===== config.mk =====
export PLATFORM = sky130hd
export DESIGN_NAME = ile_cell
export DESIGN_NICKNAME = d
export VERILOG_FILES = /design/src/ile_pkg.sv /design/src/ile_cell.sv
export SDC_FILE = /design/constraint.sdc
export NUM_CORES = 1
export LEC_CHECK = 0
export BUFFER_PORTS_ARGS = -buffer_cell sky130_fd_sc_hd__buf_4
export CAP_MARGIN = 15
export CORE_MARGIN = 1
export CORE_UTILIZATION = 45
export DETAILED_ROUTE_END_ITERATION = 10
export PLACE_DENSITY = 0.88
export REMOVE_ABC_BUFFERS = 1
export SETUP_SLACK_MARGIN = 0.15
export SYNTH_ARGS = -nofsm -noshare
export SYNTH_HDL_FRONTEND = slang
export SYNTH_SLANG_ARGS = --single-unit

===== constraint.sdc =====
create_clock -name clk -period 4.55 [get_ports clk]
set_clock_uncertainty 0.05 [all_clocks]
set_input_delay 0.91 -clock clk [delete_from_list [all_inputs] [get_ports clk]]
set_output_delay 0.91 -clock clk [all_outputs]
set_load 0.01 [all_outputs]

===== src/ile_pkg.sv =====
// ----------------------------------------------------------------------------
// ile_pkg: shared types and constants of the indexed list engine
// Sizes of the list, command and status codes, and the structs passed
// between the controller and the row of storage cells.
// ----------------------------------------------------------------------------
package ile_pkg;

  localparam int DEPTH    = 64;
  localparam int HW       = 32;
  localparam int IW       = $clog2(DEPTH);
  localparam int CW       = $clog2(DEPTH + 1);
  localparam int CMD_W    = 3;
  localparam int POS_W    = 6;
  localparam int HANDLE_W = 32;
  localparam int STAT_W   = 3;
  localparam int FIDX_W   = 6;
  localparam int COUNT_W  = 7;

  typedef logic [HW-1:0] handle_t;

  typedef enum logic [CMD_W-1:0] {
    CMD_APPEND = 3'd0,
    CMD_INSERT = 3'd1,
    CMD_SET    = 3'd2,
    CMD_REMOVE = 3'd3,
    CMD_READ   = 3'd4,
    CMD_FIND   = 3'd5,
    CMD_CLEAR  = 3'd6
  } cmd_t;

  typedef enum logic [STAT_W-1:0] {
    ST_OK       = 3'd0,
    ST_BADIDX   = 3'd1,
    ST_FULL     = 3'd2,
    ST_NULL     = 3'd3,
    ST_NOTFOUND = 3'd4
  } status_t;

  // Broadcast from the controller to every cell.
  typedef struct packed {
    logic          ins;
    logic          set;
    logic          rem;
    logic          find_mode;
    logic [IW-1:0] pos;
    logic [CW-1:0] len;
    handle_t       h;
  } ile_ctrl_t;

  // Search word handed from cell to cell, one cell per cycle.
  typedef struct packed {
    logic          hit;
    handle_t       data;
    logic [IW-1:0] fidx;
  } ile_carry_t;

endpackage


===== src/ile_cell.sv =====
// ----------------------------------------------------------------------------
// ile_cell: one storage cell of the list
// Holds one entry, shifts with its neighbors on insert and remove, and
// forwards the search word to the next cell every cycle.
// ----------------------------------------------------------------------------
module ile_cell import ile_pkg::*; (
  input  logic          clk,
  input  logic [IW-1:0] idx,
  input  ile_ctrl_t     ctrl,
  input  handle_t       prev_entry,
  input  handle_t       next_entry,
  input  ile_carry_t    carry_in,
  output handle_t       entry,
  output ile_carry_t    carry_out
);

  logic [CW-1:0] idx_ext;
  logic          hit;

  assign idx_ext = CW'(idx);

  // A find matches on content below the fill level; read and remove match on place.
  assign hit = ctrl.find_mode ? ((entry == ctrl.h) && (idx_ext < ctrl.len))
                              : (idx == ctrl.pos);

  // Insert, set and remove never arrive together, and most cycles carry none.
  always_ff @(posedge clk) begin
    if (ctrl.ins) begin
      if (idx == ctrl.pos) begin
        entry <= ctrl.h;
      end else if ((idx > ctrl.pos) && (idx_ext <= ctrl.len)) begin
        entry <= prev_entry;
      end
    end else if (ctrl.set) begin
      if (idx == ctrl.pos) begin
        entry <= ctrl.h;
      end
    end else if (ctrl.rem) begin
      if ((idx >= ctrl.pos) && ((idx_ext + CW'(1)) < ctrl.len)) begin
        entry <= next_entry;
      end
    end
  end

  // The lowest matching cell wins because its word is never overwritten downstream.
  always_ff @(posedge clk) begin
    if (carry_in.hit) begin
      carry_out <= carry_in;
    end else begin
      carry_out <= '{hit: hit, data: entry, fidx: idx};
    end
  end

endmodule


==> out/summary.log <==
[run_status] result of the run finished clean
[floorplan] overall die width 97.44 um
[routing] violation count after the first detailed-route iteration 121
[routing] via count of the routed design 3935
[flow_run] MaxCap Viol Count 0
[floorplan] core footprint 8763 um^2
[grt] total track usage 0.2618
[synthesis] number of enable-type register cells in the synthesized netlist 32
[synthesis] share of async-settable or async-resettable flops after synthesis 0
[final_layout] Post-Layout Inst Area 6038 um^2
[synthesis] cell type with the highest aggregate area in the netlist sky130_fd_sc_hd__edfxtp_1
[worst_setup_path] Arr. time, crit path 2.94 ns
[clock_network] Resized cells post-CTS 0
[synthesis] portion of the post-synthesis area used by sequential elements 0.4249
[worst_setup_path] number of cells traversed by the worst register-to-register path 5
[clock_network] number of clock buffers inserted by TritonCTS 9
[synthesis] proportion of netlist area held by the largest area contributor 0.2344
[floorplan] die area 9495 um^2
[final_layout] fraction of layout cells with a size suffix above 1 0.4516
[placed_design] global placer's final weighted congestion 0.7678
[power] Max VDD drop 0.1663 mV
[floorplan] Top Ports 230
[clock_network] root cell of the clock tree sky130_fd_sc_hd__clkbuf_8
[floorplan] effective utilization at floorplan 0.4677
[clock_network] level count of the clock H-tree 3
[final_layout] ANT cells 0
[placed_design] pre-CTS setup slack 1.257 ns
[min_path] hold path depth 1
[timing] count of endpoints failing setup in the final report 0
[routing] vias per cell 5.261
[synthesis] total of flip-flops plus latches after synthesis 71
[clock_network] number of sinks handled by clock tree synthesis 71
[timing] crit path time final 2.969 ns
[timing] worst slew slack as a fraction of its limit 0.5441
[power] power density over cell area 295.0 nW/um^2
[timing] number of max-slew violations in the final report 0
[grt] maximum number of pins on one net before global-route repair 67
[clock_network] clock tree from TritonCTS yes
[min_path] Worst Hold Endpoint carry_out[20]
[timing] maximum achievable frequency 336.9 MHz
[placed_design] post-DP HPWL 9500 um
[grt] overflow left after global routing 0
[worst_setup_path] endpoint kind of the worst setup timing path register
[synthesis] most used flip-flop cell after synthesis sky130_fd_sc_hd__dfxtp_1
[timing] final hold slack 0.5144 ns
[timing] unrepaired setup endpoints after global routing no
[worst_setup_path] Critical path origin idx[0]
[worst_setup_path] sort of element at the start of the critical path input pin
[timing] post-layout worst setup margin 1.581 ns
[routing] number of design rule violations left after detail routing 0
[min_path] hold wc startpoint entry[14]
[placed_design] DP Area 5858 um^2
[worst_setup_path] worst-path maximum fanout 18
[clock_network] Post CTS Setup Buffer Count 0
[clock_network] Clock transition at path regs 0.08 ns
[final_layout] Layout area overhead 47.31%
[worst_setup_path] RR Endpoint carry_out[38]
[timing] worst-margin pin slew 0.6839 ns
[floorplan] height of the die 97.44 um
[routing] sum of routed wire length over all layers 12510 um
[power] leakage power total 2.714 nW
[synthesis] gate count of the mapped netlist 416
[timing] Total Negative Setup Slacks 0 ns
[timing] final hold viol count 0
[min_path] path class of the lowest-slack min-delay path reg2reg
[grt] via count of the first global-routing pass 3987
[placed_design] # port buffers 229
[timing] period utilization 0.6524
[grt] global-route wire length before repair 19530 um
[grt] antenna violations before repair 0
[final_layout] Final nets 814
[synthesis] Commonest cells post-synth sky130_fd_sc_hd__nand2_1, sky130_fd_sc_hd__dfxtp_1, sky130_fd_sc_hd__mux2_2, sky130_fd_sc_hd__nor2b_1
[synthesis] post-synthesis instance area 4099 um^2
[worst_setup_path] Worst Path Required 4.52 ns
[worst_setup_path] worst setup path category in2reg
[clock_network] hold_buf cts 0
[routing] router iterations before antenna repair 4
[synthesis] Synth area leaders sky130_fd_sc_hd__edfxtp_1, sky130_fd_sc_hd__dfxtp_1, sky130_fd_sc_hd__mux2_2
[worst_setup_path] r2r startpoint entry[0]
[floorplan] Core Rows 34
[worst_setup_path] setup slack of the most critical reg-to-reg path 2.97 ns
[synthesis] Yosys warning count 0
[clock_network] source-to-sink clock delay at the later pin of the worst-skew pair 0.34 ns
[synthesis] number of unique standard cell types used by synthesis 32
[routing] DRT antenna net count 0
[routing] DR WL/cell 16.73 um
[clock_network] number of buffers on the longest clock path 2
[synthesis] mean cell area of the mapped netlist 9.853 um^2
[synthesis] library cell with the highest instance count after synthesis sky130_fd_sc_hd__nand2_1
[how the worst max path moves through the flow]
stage / end / cells after the start / slack (ns)
2_1_floorplan: entry[0] / 6 / 0.41
3_3_place_gp: entry[5] / 11 / 1.34
3_5_place_dp: entry[5] / 11 / 1.26
4_1_cts: entry[24] / 11 / 1.60
5_1_grt: entry[3] / 11 / 1.44
6_report: entry[22] / 11 / 1.58
[stage by stage]
step,util,total power (W),instances
final,0.6890,0.001781,748
after global routing,0.6890,0.001870,748
after CTS,0.6890,0.001796,748
after detailed placement,0.6685,0.001333,732
after global placement,0.6685,0.001317,732
after floorplan,-,0.001019,391
[worst max-delay path, cell delays in order]
cell and delay [ns]:
sky130_fd_sc_hd__buf_4 0.13, sky130_fd_sc_hd__ha_1 0.21, sky130_fd_sc_hd__nand3_1 0.12, sky130_fd_sc_hd__xnor2_1 0.14, sky130_fd_sc_hd__ha_1 0.27, sky130_fd_sc_hd__a21oi_1 0.19, sky130_fd_sc_hd__nor2b_1 0.07, sky130_fd_sc_hd__o21ai_0 0.15
sky130_fd_sc_hd__nand4_1 0.16, sky130_fd_sc_hd__a221oi_4 0.26, sky130_fd_sc_hd__buf_4 0.32
[cell families (layout without fill, tap and decap cells)]
family,after synthesis,in the layout,share of synthesized area
adders and majority gates,20,20,0.06105
DFF,71,71,0.4249
xor gates and xnor gates,36,36,0.07692
muxes,37,37,0.1016
buffers and inverters,37,261,0.04426
and+or+nand+nor,135,135,0.1612
AOI/OAI and AO/OA,80,80,0.1300
[cells in the final DEF (no fill, tap or decap), types with 20 or more instances in the layout]
master / n
sky130_fd_sc_hd__a211oi_1: 32
sky130_fd_sc_hd__a31oi_1: 32
sky130_fd_sc_hd__buf_4: 233
sky130_fd_sc_hd__dfxtp_1: 39
sky130_fd_sc_hd__edfxtp_1: 32
sky130_fd_sc_hd__ha_1: 20
sky130_fd_sc_hd__mux2_2: 37
sky130_fd_sc_hd__nand2_1: 68
sky130_fd_sc_hd__nor2b_1: 35
sky130_fd_sc_hd__xnor2_1: 20
[sequential cells by signal, indices dropped and copies added, names as in the netlist]
| signal | flops |
|---|---|
| entry | 32 |
| carry_out | 39 |
[power by group]
part           switching [W]  leakage (nW)  internal, W
Clock               0.000250        0.0969     0.000215
Sequential         0.0000518         0.632     0.000758
Combinational       0.000219          1.99     0.000287
[layout make-up]
| type | count | area [um^2] |
|---|---|---|
| Clock inverter | 6 | 42.54 |
| Multi-Input combinational cell | 308 | 2187 |
| Sequential cell | 71 | 1742 |
| Inverter | 12 | 45.04 |
| Clock buffer | 10 | 137.6 |
| Fill cell | 708 | 2725 |
| Timing Repair Buffer | 233 | 1749 |
| Tap cell | 108 | 135.1 |
[metal layers]
| metal | global-route usage | vias up | routed length, um |
|---|---|---|---|
| met3 | 0.06835 | 21 | 834 |
| met5 | 0 | - | 0 |
| met4 | 0.08710 | 0 | 256 |
| met1 | 0.3025 | 1804 | 5019 |
| li1 | - | 1938 | - |
| met2 | 0.4675 | 172 | 6401 |
Power figures use the tool's default switching activity.
